==> src/hw/rtl/atlc_pkg.sv <==
// ----------------------------------------------------------------------------
// atlc_pkg
// Types, constants and helpers shared by the traffic light controller modules.
// ----------------------------------------------------------------------------
package atlc_pkg;

    localparam int LANES      = 4;
    localparam int COUNT_BITS = 10;

    localparam int LANE_BITS  = (LANES > 1) ? $clog2(LANES) : 1;
    localparam int OP_BITS    = 2;
    localparam int LANE_W     = 2;
    localparam int VEH_BITS   = 10;
    localparam int GREEN_BITS = 7;
    localparam int HOLD_BITS  = 8;
    localparam int CFG_IDX_W  = 2;
    localparam int CFG_DATA_W = 8;
    localparam int REM_BITS   = 10;

    localparam int SUM_BITS   = ((COUNT_BITS > VEH_BITS) ? COUNT_BITS : VEH_BITS) + 1;
    localparam int CLAMP_BITS = (COUNT_BITS > GREEN_BITS) ? COUNT_BITS : GREEN_BITS;

    localparam logic [COUNT_BITS-1:0] COUNT_MAX = {COUNT_BITS{1'b1}};

    localparam logic [GREEN_BITS-1:0] MIN_GREEN_RST       = GREEN_BITS'(10);
    localparam logic [GREEN_BITS-1:0] MAX_GREEN_RST       = GREEN_BITS'(90);
    localparam logic [HOLD_BITS-1:0]  EMERGENCY_TICKS_RST = HOLD_BITS'(5);

    typedef enum logic [OP_BITS-1:0] {
        OP_TICK      = 2'd0,
        OP_ARRIVAL   = 2'd1,
        OP_EMERGENCY = 2'd2
    } op_t;

    typedef enum logic [CFG_IDX_W-1:0] {
        REG_MIN_GREEN       = 2'd0,
        REG_MAX_GREEN       = 2'd1,
        REG_EMERGENCY_TICKS = 2'd2
    } reg_idx_t;

    typedef struct packed {
        logic [GREEN_BITS-1:0] min_green;
        logic [GREEN_BITS-1:0] max_green;
        logic [HOLD_BITS-1:0]  emergency_ticks;
    } cfg_t;

    typedef struct packed {
        logic [OP_BITS-1:0]  operation;
        logic [LANE_W-1:0]   lane;
        logic [VEH_BITS-1:0] vehicles;
    } item_t;

    typedef struct packed {
        logic [LANE_W-1:0]     current_lane;
        logic                  light_green;
        logic                  vehicle_passed;
        logic [REM_BITS-1:0]   lane_remaining;
        logic [GREEN_BITS-1:0] green_left;
        logic                  emergency_hold;
        logic                  idle;
    } res_t;

    function automatic logic [LANE_BITS-1:0] next_lane(input logic [LANE_BITS-1:0] l);
        logic [LANE_BITS-1:0] n;
        if (l == LANE_BITS'(LANES - 1)) begin
            n = '0;
        end else begin
            n = l + LANE_BITS'(1);
        end
        return n;
    endfunction

endpackage

==> src/hw/rtl/adaptive_traffic_light_controller.sv <==
// ----------------------------------------------------------------------------
// adaptive_traffic_light_controller
// Four-lane green-phase sequencer with arrivals, ticks and emergency hold.
// ----------------------------------------------------------------------------
// One word is taken per clock cycle, back to back, while the output does not
// stall. An accepted word waits in the input register; when the result register
// is free or being taken, the controller state (lane counts, green lane, green
// ticks, emergency hold) is updated while the word's result moves into the
// result register, from which it is presented. The result stays there until
// taken; while it waits, one more word can sit in the input register before the
// input stalls. The state update sets the throughput of one word per cycle.
// Configuration writes are accepted at any time and should only be issued
// while the block is idle.
module adaptive_traffic_light_controller (
    input  logic                             aclk,
    input  logic                             aresetn,

    input  logic                             s_valid,
    output logic                             s_ready,
    input  logic [atlc_pkg::OP_BITS-1:0]     s_operation,
    input  logic [atlc_pkg::LANE_W-1:0]      s_lane,
    input  logic [atlc_pkg::VEH_BITS-1:0]    s_vehicles,

    output logic                             m_valid,
    input  logic                             m_ready,
    output logic [atlc_pkg::LANE_W-1:0]      m_current_lane,
    output logic                             m_light_green,
    output logic                             m_vehicle_passed,
    output logic [atlc_pkg::REM_BITS-1:0]    m_lane_remaining,
    output logic [atlc_pkg::GREEN_BITS-1:0]  m_green_left,
    output logic                             m_emergency_hold,
    output logic                             m_idle,

    input  logic                             cfg_valid,
    output logic                             cfg_ready,
    input  logic [atlc_pkg::CFG_IDX_W-1:0]   cfg_index,
    input  logic [atlc_pkg::CFG_DATA_W-1:0]  cfg_data
);
    import atlc_pkg::*;

    cfg_t  cfg;
    item_t in_item_reg;
    logic  in_valid_reg;
    res_t  res;
    res_t  res_reg;
    logic  m_valid_reg;
    logic  advance;

    assign advance   = in_valid_reg && (!m_valid_reg || m_ready);
    assign s_ready   = !in_valid_reg || advance;
    assign cfg_ready = 1'b1;

    atlc_cfg u_cfg (
        .aclk      (aclk),
        .aresetn   (aresetn),
        .cfg_valid (cfg_valid),
        .cfg_index (cfg_index),
        .cfg_data  (cfg_data),
        .cfg       (cfg)
    );

    atlc_core u_core (
        .aclk    (aclk),
        .aresetn (aresetn),
        .cfg     (cfg),
        .item    (in_item_reg),
        .step_en (advance),
        .res     (res)
    );

    // input word register
    always_ff @(posedge aclk) begin
        if (!aresetn) begin
            in_valid_reg <= 1'b0;
        end else if (s_ready) begin
            in_valid_reg <= s_valid;
        end
    end

    always_ff @(posedge aclk) begin
        if (s_valid && s_ready) begin
            in_item_reg.operation <= s_operation;
            in_item_reg.lane      <= s_lane;
            in_item_reg.vehicles  <= s_vehicles;
        end
    end

    // result register
    always_ff @(posedge aclk) begin
        if (!aresetn) begin
            m_valid_reg <= 1'b0;
        end else if (advance) begin
            m_valid_reg <= 1'b1;
        end else if (m_ready) begin
            m_valid_reg <= 1'b0;
        end
    end

    always_ff @(posedge aclk) begin
        if (advance) begin
            res_reg <= res;
        end
    end

    assign m_valid          = m_valid_reg;
    assign m_current_lane   = res_reg.current_lane;
    assign m_light_green    = res_reg.light_green;
    assign m_vehicle_passed = res_reg.vehicle_passed;
    assign m_lane_remaining = res_reg.lane_remaining;
    assign m_green_left     = res_reg.green_left;
    assign m_emergency_hold = res_reg.emergency_hold;
    assign m_idle           = res_reg.idle;

`ifndef ASSERT_OFF
    a_pass_needs_green: assert property (@(posedge aclk) disable iff (!aresetn)
        m_valid |-> (!m_vehicle_passed || m_light_green))
        else $error("vehicle passed without green");

    a_hold_all_red: assert property (@(posedge aclk) disable iff (!aresetn)
        m_valid && m_emergency_hold |-> !m_light_green && !m_idle)
        else $error("green or idle shown during emergency hold");

    a_no_step_on_stall: assert property (@(posedge aclk) disable iff (!aresetn)
        in_valid_reg && m_valid_reg && !m_ready |=> in_valid_reg && $stable(res_reg))
        else $error("word lost or result overwritten while stalled");
`endif

endmodule

==> src/hw/rtl/atlc_cfg.sv <==
// ----------------------------------------------------------------------------
// atlc_cfg
// Configuration registers: minimum green, maximum green, emergency hold length.
// ----------------------------------------------------------------------------
module atlc_cfg (
    input  logic                            aclk,
    input  logic                            aresetn,
    input  logic                            cfg_valid,
    input  logic [atlc_pkg::CFG_IDX_W-1:0]  cfg_index,
    input  logic [atlc_pkg::CFG_DATA_W-1:0] cfg_data,
    output atlc_pkg::cfg_t                  cfg
);
    import atlc_pkg::*;

    cfg_t cfg_reg;
    cfg_t cfg_next;

    always_comb begin
        cfg_next = cfg_reg;
        if (cfg_valid) begin
            unique case (cfg_index)
                REG_MIN_GREEN:       cfg_next.min_green       = cfg_data[GREEN_BITS-1:0];
                REG_MAX_GREEN:       cfg_next.max_green       = cfg_data[GREEN_BITS-1:0];
                REG_EMERGENCY_TICKS: cfg_next.emergency_ticks = cfg_data[HOLD_BITS-1:0];
                default:             cfg_next = cfg_reg;
            endcase
        end
    end

    always_ff @(posedge aclk) begin
        if (!aresetn) begin
            cfg_reg.min_green       <= MIN_GREEN_RST;
            cfg_reg.max_green       <= MAX_GREEN_RST;
            cfg_reg.emergency_ticks <= EMERGENCY_TICKS_RST;
        end else begin
            cfg_reg <= cfg_next;
        end
    end

    assign cfg = cfg_reg;

endmodule

==> src/hw/rtl/atlc_core.sv <==
// ----------------------------------------------------------------------------
// atlc_core
// Controller state and its update for a single word.
// ----------------------------------------------------------------------------
module atlc_core (
    input  logic            aclk,
    input  logic            aresetn,
    input  atlc_pkg::cfg_t  cfg,
    input  atlc_pkg::item_t item,
    input  logic            step_en,
    output atlc_pkg::res_t  res
);
    import atlc_pkg::*;

    logic [COUNT_BITS-1:0] counts_reg  [LANES];
    logic [COUNT_BITS-1:0] counts_next [LANES];
    logic [LANE_BITS-1:0]  active_reg, active_next;
    logic [GREEN_BITS-1:0] ticks_reg, ticks_next;
    logic                  emerg_reg, emerg_next;
    logic [HOLD_BITS-1:0]  hold_reg, hold_next;

    logic                  any_wait;
    logic                  any_wait_next;
    logic                  arrive_ok;
    logic [LANE_BITS-1:0]  arrive_idx;
    logic [SUM_BITS-1:0]   arrive_sum;
    logic [COUNT_BITS-1:0] arrive_sat;
    logic [CLAMP_BITS-1:0] g_lo;
    logic [CLAMP_BITS-1:0] g_hi;
    logic [GREEN_BITS-1:0] g;
    logic                  start;
    logic [LANE_BITS-1:0]  lane_a;
    logic [GREEN_BITS-1:0] t_a;
    logic                  green;
    logic                  passed;
    logic [HOLD_BITS-1:0]  hold_dec;

    always_comb begin
        any_wait = 1'b0;
        for (int i = 0; i < LANES; i++) begin
            any_wait = any_wait | (counts_reg[i] != '0);
        end
    end

    // arrival
    assign arrive_ok  = (int'(item.lane) < LANES);
    assign arrive_idx = LANE_BITS'(item.lane);
    assign arrive_sum = SUM_BITS'(counts_reg[arrive_idx]) + SUM_BITS'(item.vehicles);
    assign arrive_sat = (arrive_sum > SUM_BITS'(COUNT_MAX)) ? COUNT_MAX
                                                           : COUNT_BITS'(arrive_sum);

    // phase length clamp
    assign g_lo = (CLAMP_BITS'(counts_reg[active_reg]) < CLAMP_BITS'(cfg.min_green))
                  ? CLAMP_BITS'(cfg.min_green) : CLAMP_BITS'(counts_reg[active_reg]);
    assign g_hi = (g_lo > CLAMP_BITS'(cfg.max_green)) ? CLAMP_BITS'(cfg.max_green) : g_lo;
    assign g    = GREEN_BITS'(g_hi);

    assign start    = (ticks_reg == '0) && any_wait;
    assign lane_a   = (start && g == '0) ? next_lane(active_reg) : active_reg;
    assign t_a      = start ? g : ticks_reg;
    assign hold_dec = (hold_reg != '0) ? hold_reg - HOLD_BITS'(1) : hold_reg;

    always_comb begin
        counts_next = counts_reg;
        active_next = active_reg;
        ticks_next  = ticks_reg;
        emerg_next  = emerg_reg;
        hold_next   = hold_reg;
        green       = 1'b0;
        passed      = 1'b0;
        unique case (item.operation)
            OP_ARRIVAL: begin
                if (arrive_ok) begin
                    counts_next[arrive_idx] = arrive_sat;
                end
            end
            OP_EMERGENCY: begin
                emerg_next = 1'b1;
                hold_next  = cfg.emergency_ticks;
            end
            OP_TICK: begin
                if (emerg_reg) begin
                    hold_next  = hold_dec;
                    emerg_next = (hold_dec != '0);
                end else begin
                    active_next = lane_a;
                    ticks_next  = t_a;
                    if (t_a != '0) begin
                        green      = 1'b1;
                        ticks_next = t_a - GREEN_BITS'(1);
                        if (counts_reg[lane_a] != '0) begin
                            passed              = 1'b1;
                            counts_next[lane_a] = counts_reg[lane_a] - COUNT_BITS'(1);
                        end
                        if (t_a == GREEN_BITS'(1)) begin
                            active_next = next_lane(lane_a);
                        end
                    end
                end
            end
            default: begin
                counts_next = counts_reg;
            end
        endcase
    end

    always_comb begin
        any_wait_next = 1'b0;
        for (int i = 0; i < LANES; i++) begin
            any_wait_next = any_wait_next | (counts_next[i] != '0);
        end
    end

    always_comb begin
        res.current_lane   = LANE_W'(active_next);
        res.light_green    = green;
        res.vehicle_passed = passed;
        res.lane_remaining = REM_BITS'(counts_next[active_next]);
        res.green_left     = ticks_next;
        res.emergency_hold = emerg_next;
        res.idle           = !any_wait_next && (ticks_next == '0) && !emerg_next;
    end

    always_ff @(posedge aclk) begin
        if (!aresetn) begin
            for (int i = 0; i < LANES; i++) begin
                counts_reg[i] <= '0;
            end
            active_reg <= '0;
            ticks_reg  <= '0;
            emerg_reg  <= 1'b0;
            hold_reg   <= '0;
        end else if (step_en) begin
            counts_reg <= counts_next;
            active_reg <= active_next;
            ticks_reg  <= ticks_next;
            emerg_reg  <= emerg_next;
            hold_reg   <= hold_next;
        end
    end

endmodule
==> config.mk <==
export PLATFORM = sky130hd
export DESIGN_NAME = adaptive_traffic_light_controller
export DESIGN_NICKNAME = d
export VERILOG_FILES = /design/src/hw/rtl/atlc_pkg.sv /design/src/hw/rtl/adaptive_traffic_light_controller.sv /design/src/hw/rtl/atlc_cfg.sv /design/src/hw/rtl/atlc_core.sv
export SDC_FILE = /design/constraint.sdc
export NUM_CORES = 1
export LEC_CHECK = 0
export BUFFER_PORTS_ARGS = -buffer_cell sky130_fd_sc_hd__buf_2
export CAP_MARGIN = 40
export CORE_AREA = 2 2 186 134
export CTS_CLUSTER_SIZE = 16
export DETAILED_ROUTE_END_ITERATION = 8
export DIE_AREA = 0 0 188 136
export MAX_ROUTING_LAYER = met4
export PLACE_DENSITY = 0.66
export SLEW_MARGIN = 15
export SYNTH_ARGS = -nofsm -noshare
export SYNTH_HDL_FRONTEND = slang
export SYNTH_SLANG_ARGS = --single-unit
==> constraint.sdc <==
create_clock -name aclk -period 11.1 [get_ports aclk]
set_input_delay 2.22 -clock aclk [delete_from_list [all_inputs] [get_ports aclk]]
set_output_delay 2.22 -clock aclk [all_outputs]
set_load 0.01 [all_outputs]
Word-level counts from Yosys, hierarchy flattened

Index checks and enable logic that the tools add are counted.

$mul: 0
Shifts and indexed selects: 0
Bitwise logic cells: 12
Div/mod/pow operators: 0
$lt $le $gt $ge: 9
Mux-type cells: 45
Reduce and logical (&&, ||, !) cells: 39
Eq/ne operators: 8
$add $sub $neg: 6

Operator list:

| cell                                                                              | count |
|---|---|
| 10-bit two-way mux                                                                | 12 |
| 40-bit two-way mux                                                                | 3 |
| 10-bit nonzero test                                                               | 9 |
| 10-bit binary-select mux with 2-bit select                                        | 4 |
| 40-bit bitwise mux                                                                | 2 |
| 40-bit case mux with 2 select lines                                               | 1 |
| 10-bit demux with 2-bit select                                                    | 2 |
| 7-bit two-way mux                                                                 | 5 |
| 7-bit zero test                                                                   | 3 |
| 8-bit two-way mux                                                                 | 2 |
| 8-bit case mux with 2 select lines                                                | 1 |
| 8-bit nonzero test                                                                | 2 |
| 2-bit two-way mux                                                                 | 7 |
| 3-bit greater-or-equal comparator, second input constant                          | 4 |
| 2-bit NOT with 3-bit output                                                       | 4 |
| 10-bit by 10-bit adder with 11-bit output                                         | 1 |
| 11-bit by 10-bit greater-than comparator with 1-bit output, second input constant | 1 |
| 10-bit by 7-bit greater-than comparator with 1-bit output                         | 1 |
| 10-bit by 7-bit less-than comparator with 1-bit output                            | 1 |
| 10-bit by 1-bit subtractor with 10-bit output, second input constant              | 1 |
| 2-bit == test, second input constant                                              | 4 |
| 1-bit logical AND                                                                 | 8 |
| 8-bit by 1-bit subtractor with 8-bit output, second input constant                | 1 |
| 7-bit by 1-bit == test with 1-bit output, second input constant                   | 1 |
| 18 further kinds                                                                  | 39 |

Memories kept: 0
Memory bits (writable): 0
Bits of input ports: 29
Flip-flop bits (word level): 119
Word-level logic and storage cells: 142
ROM bits: 0
Output and inout port bits: 26
Latch bits: 0

Longest topological paths before layout

Gate-level depths: netlist (run 1).

Depth after elaboration: 28
Depth in mapped cells: 37
Mapped depth without buffers: 30

Modules after synthesis

From an unflattened synthesis (run 1), not the netlist that was laid out.

Cells, all modules: 1,099
Area total of the unflattened synthesis: 9,379.0 µm²

By module, submodules not included:

| module                            | times used | area each (µm²) | cells an instance | sequential area each (µm²) |
|---|---|---|---|---|
| atlc_core                         | 1          | 7,270.7         | 962               | 1,161.1 |
| adaptive_traffic_light_controller | 1          | 1,226.2         | 48                | 1,151.1 |
| atlc_cfg                          | 1          | 882.1           | 89                | 440.4 |

Worst setup path before layout (run 1)

OpenSTA, ideal clock, no wires.

Path kind: register to register
From: register u_core.active_reg[0]
To: register res_reg (netlist bit m_idle) (data pin)
Data arrival time: 7,659 ps
Required time: 10,930 ps
Setup slack: 3,272 ps
Cell stages (with the launch flop): 34
Cells stage by stage: dfxtp_1 -> clkbuf_1 -> mux4_2 -> ha_1 -> a211o_1 -> a221oi_1 -> nand3_1 -> o21ai_0 -> nand2_1 -> ha_1 -> a21o_1 -> a211oi_1 -> a21o_1 -> or4bb_1 -> a2111o_1 -> buf_2 -> nand3_2 -> nand2_2 -> buf_4 -> a211oi_2 -> or2_2 -> ha_1 -> inv_1 -> a2111oi_4 -> nor2_2 -> or2_1 -> buf_6 -> nor2_8 -> buf_6 -> nor2_1 -> a222oi_1 -> nand4_1 -> or4_1 -> nor4_2

RTL lines:

| element                | line                                     | RTL |
|---|---|---|
| from (decl)            | atlc_core.sv:17                          | `logic [LANE_BITS-1:0] active_reg, active_next;` |
| from (signal assigned) | atlc_core.sv:135                         | `active_reg <= active_next;` |
| to (signal assigned)   | adaptive_traffic_light_controller.sv:101 | `res_reg <= res;` |
| to (decl)              | adaptive_traffic_light_controller.sv:45  | `res_t res_reg;` |

==> results of run 1 <==
[layer usage]
metal	wire length, um	global-route usage, %	vias to the layer above	part of all wire [%]
li1	-	-	4384	-
met1	15700	40.2	4548	44
met2	13200	36.8	689	37
met3	5240	11.8	101	15
met4	1220	9.71	0	3.5
met5	0	-	-	0
[worst paths after layout]
check	endpoint	slack [ns]	cells after the start
setup / recovery	m_idle$_DFFE_PP_	1.41	29
hold / removal	u_cfg.cfg[0]$_SDFFE_PN1P_	0.49	2
setup reg to reg	m_idle$_DFFE_PP_	1.41	29
hold reg to reg	u_cfg.cfg[0]$_SDFFE_PN1P_	0.49	2
[area by class of cell]
| class | count | area (sq um) |
|---|---|---|
| Antenna cell | 1 | 2.50 |
| Clock buffer | 17 | 425 |
| Clock inverter | 15 | 159 |
| Fill cell | 2376 | 13500 |
| Inverter | 52 | 195 |
| Multi-Input combinational cell | 915 | 6110 |
| Sequential cell | 119 | 2750 |
| Tap cell | 325 | 407 |
| Timing Repair Buffer | 68 | 382 |
[cell usage in the layout, fill, tap and decap left out, types with 9 or more instances in the layout]
cell	netlist	layout
a211oi_1	38	38
a21o_1	12	12
a21oi_1	58	57
a31oi_1	14	14
and3_1	9	9
buf_2	5	53
buf_4	4	14
clkbuf_16	0	17
dfxtp_1	82	82
edfxtp_1	37	37
ha_1	33	33
inv_1	45	45
mux2i_1	29	29
mux4_2	25	25
nand2_1	125	125
nand3_1	30	30
nand4_1	11	11
nor2_1	156	155
nor3_1	47	47
nor4_1	15	15
o211ai_1	13	13
o21ai_0	74	74
o221ai_1	12	12
o31ai_1	12	12
or3_1	10	10
xnor2_1	9	9
[per-stage QoR]
stage | utilization [%] | power, mW | hold slack [ns] | cell area, sq um | worst slack, ns
2_1_floorplan | - | 0.971 | 0.444 | 9380 | 3.27
3_3_place_gp | 41.0 | 1.14 | 0.462 | 9840 | 1.94
4_1_cts | 43.5 | 1.71 | 0.488 | 10400 | 1.58
5_1_grt | 43.5 | 1.81 | 0.518 | 10400 | 0.730
3_5_place_dp | 41.1 | 1.15 | 0.471 | 9850 | 1.64
6_report | 43.5 | 1.74 | 0.488 | 10400 | 1.41
[worst max-delay path, delay by kind of cell (launching register included)]
kind	cells	cell delay, ns
adders and majority gates	3	0.86
DFF	1	0.63
buffers and inverters	2	0.30
AOI/OAI and AO/OA	11	3.82
and+or+nand+nor	12	3.31
muxes	1	0.62
[cells by family after synthesis]
group	count (synthesis)
other cells	1
buf+inv	127
fa+ha+maj	34
mux	61
xor+xnor	15
compound gates	338
flops	119
simple gates	466
[power breakdown]
group          leakage [nW]  internal, mW  switching [mW]
clock network         0.289         0.317           0.248
logic                  2.68         0.213           0.436
registers              1.03         0.480          0.0478
total                  3.99          1.01           0.732
==> out/metrics.csv, run 1 <==
metric,value,unit
outcome,finished clean,
startpoint_type,flop,
die_x,188,um
numCtsBuffers,17,
overflow,0,
ys_seq_area_share,29.4,%
vias,9722,
ys_seq_elements,119,
synth_compound_area_share,25.5,%
wl_per_cell,23.4,um
synthSimpleGateAreaFrac,23.5,%
worstSkewPairLatency,0.45,ns
min_period_over_period,87.3,%
ys_top_cells_by_area,"dfxtp_1, edfxtp_1, nor2_1, mux4_2, nand2_1",
ys_async_sr_fraction,0,%
p_leak,3.99,nW
r2r-start,u_core.active_reg[1]$_SDFFE_PN0P_,
critical_path_class,flop to flop,
drive_gt1_share,14.9,%
hold_start,u_cfg.cfg[0]$_SDFFE_PN1P_,
grt_pass1_wl,54100,um
critPathMaxStageDelay,0.66,ns
setup_viol,0,
drtPass1Iterations,9,
clock_sinks,119,
slew_violations,0,
syn_to_final_growth,11.3,%
drc,0,
worstPathRequired,11.38,ns
pwr_density_cell,167,nW/um^2
synthMuxAreaShare,9.94,%
finalSetupTns,0,ns
hold_path_class,flop to flop,
synthTopCellsByCount,"nor2_1, nand2_1, dfxtp_1",
portBuffers,53,
post_cts_buffers,0,
hold_viol_final,0,
synth_most_common_cell,nor2_1,
die-area,25600,sq um
crit_arrival,9.97,ns
synth_edf_count,37,
place_congestion,1.09,
yosysWarningCount,0,
max_slew_margin,30.6,%
synth_cells,1161,
fp.coreArea,24000,sq um
syn_nets,1224,
fin_cells,1512,
gr-usage-all-layers,28.8,%
clock.fmax,0.103,GHz
ys.flop_type,dfxtp_1,
yosysTopAreaCell,dfxtp_1,
synth_top_family_by_area,compound AO/OA/AOI/OAI gates,
postCtsHoldBufs,0,
grt_pass1_vias,8840,
synth_area,9380,sq um
path_clk_slew,0.07,ns
min_period,9.69,ns
skew,0.0174,ns
wl,35300,um
largest_reg_flops,40,
synth_cell_types,91,
synth_top_area_share,17.5,%
crit_slowest_cell,a222oi_1,
synthAdderAreaFrac,4.62,%
grt_max_degree,72,
postRouteAntennaNets,0,
io_pins,55,
syn_avg_cell_area,8.08,sq um
dp_hpwl,26000,um
synth_xor_area_share,1.40,%
cpMostUsedCell,ha_1,
cts_resized,0,
drv_cap,0,
viasPerCell,6.43,
clock_tree.buffer_depth,2,
crit_fanout,14,
cts_root_buf,clkbuf_16,
dp.cells,1479,
drt_first_iter_violations,1512,
end_kind,flop,
fin_nets,1236,
antenna_found_initial,1,
worstSetupStartpoint,u_core.active_reg[1]$_SDFFE_PN0P_,
rsz0062_at_grt,false,
cts_tree,done,
initial_core_util,39.1,%
ir_drop,0.140,mV
h-tree-depth,4,
worstMarginPinSlew,1.03,ns
rows,48,
die_h,136,um
No activity file was read; power rests on OpenSTA's default activity.
==> run 2, diff against run 1 <==
- CELL_PAD_IN_SITES_DETAIL_PLACEMENT: default -> 2
- CELL_PAD_IN_SITES_GLOBAL_PLACEMENT: default -> 2
- CORE_AREA: 2 2 186 134 -> 2 2 191 137
- DIE_AREA: 0 0 188 136 -> 0 0 193 139
- PLACE_DENSITY: 0.66 -> 0.91
==> run 2 against run 1 <==
Net effect:
- critical path depth is 1 higher
- die area grew 4.9%
- global-route usage up 7.8 points
- via count up 8.1%
- wire length increased by 33%
- clock skew up 0.0015 ns
- worst hold slack improved by 0.017 ns
- clock power up 2%
==> out/metrics.csv, run 2 (same netlist as run 1, synthesis figures left out) <==
metric,value,unit
outcome,finished clean,
drtPass1Iterations,5,
crit_slowest_cell,o21ai_0,
r2r_cells,30,
fp.coreArea,25100,sq um
p_sw,0.805,mW
critPathMaxStageDelay,0.59,ns
r2r-end,m_idle$_DFFE_PP_,
clock_tree.buffer_depth,2,
die_x,193,um
io_pins,55,
wl,47100,um
p_int,1.03,mW
gr-usage-all-layers,36.6,%
post_cts_buffers,0,
clock.fmax,0.0956,GHz
wl_per_cell,30.6,um
postCtsHoldBufs,0,
drt_first_iter_violations,1181,
die-area,26800,sq um
grt_max_degree,76,
multiInputGateArea,6110,sq um
vias,10513,
initial_core_util,37.3,%
whs_endpoint,u_cfg.cfg[1]$_SDFFE_PN0P_,
worstSkewPairLatency,0.46,ns
hold_viol_final,0,
mostFrequentLayoutCell,nor2_1,
min_period,10.47,ns
mostFrequentLayoutCells,"nor2_1, nand2_1, dfxtp_1",
rrSetupSlack,0.63,ns
overflow,0,
drv_cap,0,
clock_sinks,119,
cts_resized,0,
cts_root_buf,clkbuf_16,
slew_violations,0,
path_clk_slew,0.07,ns
place_congestion,1.03,
combPwrFrac,40.7,%
grt_pass1_wl,70300,um
ir_drop,0.127,mV
p_seq_share,27.9,%
p_leak,4.10,nW
drc,0,
r2r-start,u_core.active_reg[1]$_SDFFE_PN0P_,
drive_gt1_share,16.2,%
critical_path_class,flop to flop,
die_h,139,um
syn_to_final_growth,13.3,%
final_util,42.2,%
worstSetupStartpoint,u_core.active_reg[1]$_SDFFE_PN0P_,
crit_arrival,10.70,ns
pwr_density_cell,173,nW/um^2
max_slew_margin,30.8,%
worstMarginPinSlew,1.04,ns
postRouteAntennaNets,0,
rsz0062_at_grt,false,
skew,0.0189,ns
setup_viol,0,
largest_reg_flops,40,
power_frac_clock,31.3,%
cts_tree,done,
rows,49,
finalSetupTns,0,ns
end_kind,flop,
worstPathRequired,11.34,ns
antenna_found_initial,0,
min_period_over_period,94.3,%
hold_path_depth,2,
startpoint_type,flop,
h-tree-depth,4,
nFillCells,2893,
numCtsBuffers,17,
hold_path_class,flop to flop,
fin_nets,1257,
p_sw_share,43.8,%
viasPerCell,6.83,
dp_hpwl,34100,um
grt_pass1_vias,10753,
portBuffers,53,
fin_area,10600,sq um
hold_start,u_cfg.cfg[1]$_SDFFE_PN0P_,
postPlaceCellArea,10000,sq um
crit_fanout,18,
regArea,2750,sq um
-- run 2: changes by cell type in the layout (fill, tap and decap cells not counted), moves of 2 or more --
cell / before / now
buf_2: 53 / 55
buf_4: 14 / 29
inv_6: 8 / 3
clkinv_1: 2 / 4
clkinvlp_4: 0 / 3
buf_8: 0 / 2
-- run 2: power groups by stage --
| stage | sequential, mW | clock, mW | combinational (mW) |
|---|---|---|---|
| after CTS | 0.511 | 0.578 | 0.712 |
| final | 0.514 | 0.576 | 0.749 |
| after floorplan | 0.509 | 0 | 0.462 |
| after global placement | 0.520 | 0 | 0.666 |
| after global routing | 0.515 | 0.597 | 0.784 |
| after detailed placement | 0.520 | 0 | 0.699 |
-- run 2: worst max-delay path by stage --
stage | endpoint | slack [ns]
CTS | m_idle$_DFFE_PP_ | 0.86
detailed placement | m_idle$_DFFE_PP_ | 1.0
global route | m_idle$_DFFE_PP_ | 0.21
finish | m_idle$_DFFE_PP_ | 0.63
global placement | m_idle$_DFFE_PP_ | 1.14
floorplan | m_idle$_DFFE_PP_ | 3.27
-- run 2: metrics by stage --
| step | cells | power [mW] | worst slack, ns | hold slack (ns) |
|---|---|---|---|---|
| floorplan | 1161 | 0.971 | 3.27 | 0.444 |
| global placement | 1498 | 1.19 | 1.14 | 0.459 |
| detailed placement | 1505 | 1.22 | 0.998 | 0.492 |
| CTS | 1537 | 1.80 | 0.863 | 0.507 |
| global route | 1538 | 1.90 | 0.208 | 0.524 |
| finish | 1539 | 1.84 | 0.635 | 0.505 |
-- run 2: area by class of cell --
type	instances	share of cell area, %
Clock inverter	15	1.44
Timing Repair Buffer	89	5.36
Clock buffer	17	4.01
Inverter	52	1.84
Tap cell	331	3.90
Antenna cell	1	0.0236
Sequential cell	119	25.9
Multi-Input combinational cell	915	57.5
-- run 2: layer usage --
layer / track usage (%) / wire, um / vias to the layer above
met1: 49.9 / 19900 / 5272
li1: - / - / 4417
met2: 51.3 / 20000 / 708
met4: 10.8 / 1280 / 0
met5: - / 0 / -
met3: 12.0 / 5860 / 116
-- run 2: worst max-delay path: cells and delay by family (launching register included) --
kind,cells,cell delay (ns)
flops,1,0.53
buf+inv,3,0.56
compound gates,12,4.24
simple gates,11,3.42
fa+ha+maj,3,0.88
mux,1,0.57
==> run 3, diff against run 2 <==
- PLACE_DENSITY: 0.91 -> default
- PLACE_DENSITY_LB_ADDON: default -> 0.1
==> run 3 against run 2 <==
Net effect:
- highest routed layer unchanged
- count of clock-buffer cells in the layout did not move
- via count down 3.9%
- largest cell class unchanged
- power decreased by 1.9%
- clock power shrank 3%
- setup slack improved by 0.16 ns
- critical endpoint unchanged
- largest power group unchanged
- sequential share of layout area up 0.14 points
- sequential cell count unchanged
- die area did not move
==> out/metrics.csv, run 3 (same netlist as run 1, synthesis figures left out) <==
metric,value,unit
cts_tree,done,
clock.fmax,0.0970,GHz
worstMarginPinSlew,0.897,ns
hold_path_class,flop to flop,
wl_per_cell,29.3,um
end_kind,flop,
outcome,finished clean,
dp_hpwl,33900,um
largest_reg_flops,40,
viasPerCell,6.59,
ir_drop,0.110,mV
postCtsHoldBufs,0,
r2r-end,m_idle$_DFFE_PP_,
crit_fanout,13,
io_pins,55,
wl,45000,um
clock_tree.buffer_depth,2,
numCtsBuffers,17,
fin_cells,1534,
finalSetupTns,0,ns
hold_start,u_core.ticks_reg[6]$_SDFFE_PN0P_,
drc,0,
die-area,26800,sq um
fp.coreArea,25100,sq um
die_h,139,um
vias,10102,
place_congestion,1.01,
dp.cells,1499,
final_util,42.0,%
overflow,0,
crit_arrival,10.56,ns
min_period,10.30,ns
cts_root_buf,clkbuf_16,
hold_viol_final,0,
worstSkewPairLatency,0.44,ns
drv_cap,0,
fin_nets,1252,
antenna_found_initial,2,
skew,0.0134,ns
whs_endpoint,u_core.ticks_reg[6]$_SDFFE_PN0P_,
r2r-start,u_core.active_reg[1]$_SDFFE_PN0P_,
h-tree-depth,4,
initial_core_util,37.3,%
r2r_cells,29,
setup_viol,0,
rrSetupSlack,0.80,ns
drtPass1Iterations,6,
cts_resized,0,
grt_max_degree,80,
drt_first_iter_violations,1006,
slew_violations,0,
post_cts_buffers,0,
min_period_over_period,92.8,%
mostFrequentLayoutCell,nor2_1,
rows,49,
grt_pass1_wl,67400,um
drive_gt1_share,15.9,%
syn_to_final_growth,12.7,%
clock_sinks,119,
mostFrequentLayoutCells,"nor2_1, nand2_1, dfxtp_1",
p_leak,4.06,nW
die_x,193,um
portBuffers,53,
postRouteAntennaNets,0,
nFillCells,2891,
critPathMaxStageDelay,0.65,ns
crit_slowest_cell,dfxtp_1,
path_clk_slew,0.07,ns
pwr_density_cell,171,nW/um^2
rsz0062_at_grt,false,
grt_pass1_vias,10343,
max_slew_margin,39.8,%
startpoint_type,flop,
gr-usage-all-layers,35.3,%
critical_path_class,flop to flop,
hold_path_depth,2,
worstPathRequired,11.36,ns
## run 3: layer usage
metal	share of wire, %	global-route usage [%]	routed length (um)
met2	40	46.3	18000
met1	47	51.3	21300
met4	1.9	9.33	863
met5	0	-	0
met3	11	11.3	4870
## run 3: how the worst max path moves through the flow
stage,startpoint,end,depth (start not counted)
finish,u_core.active_reg[1]$_SDFFE_PN0P_,m_idle$_DFFE_PP_,29
global route,u_core.active_reg[1]$_SDFFE_PN0P_,m_idle$_DFFE_PP_,29
CTS,u_core.active_reg[1]$_SDFFE_PN0P_,m_idle$_DFFE_PP_,29
detailed placement,u_core.active_reg[1]$_SDFFE_PN0P_,m_idle$_DFFE_PP_,29
global placement,u_core.active_reg[1]$_SDFFE_PN0P_,m_idle$_DFFE_PP_,29
floorplan,u_core.active_reg[0]$_SDFFE_PN0P_,m_idle$_DFFE_PP_,33
## run 3: cell type report
type                       count  area [sq um]  share of cell area (%)
inverter                      52           195                    1.85
tap                          331           414                    3.92
multi-input combinational    915          6110                    57.9
clock inverter                15           144                    1.36
clock buffer                  17           425                    4.03
sequential                   119          2750                    26.1
timing repair buffer          84           515                    4.88
antenna                        1          2.50                  0.0237
## run 3: worst max-delay path, delay by kind of cell, from the launching register on
family,cells,cell delay (ns)
compound gates,12,4.19
simple gates,11,3.43
fa+ha+maj,3,0.89
flops,1,0.65
mux,1,0.63
buf+inv,2,0.31
## run 3: where the power goes
part	switching, mW	internal (mW)
combinational	0.499	0.222
clock	0.248	0.312
sequential	0.0433	0.480
total	0.790	1.01
## run 3: stage by stage
| step | setup WS [ns] | hold slack (ns) | cell area (sq um) | total power [mW] |
|---|---|---|---|---|
| 4_1_cts | 1.03 | 0.502 | 10500 | 1.78 |
| 3_5_place_dp | 1.16 | 0.493 | 9960 | 1.21 |
| 2_1_floorplan | 3.27 | 0.444 | 9380 | 0.971 |
| 6_report | 0.796 | 0.502 | 10600 | 1.80 |
| 3_3_place_gp | 1.50 | 0.468 | 9930 | 1.20 |
| 5_1_grt | 0.116 | 0.546 | 10600 | 1.87 |
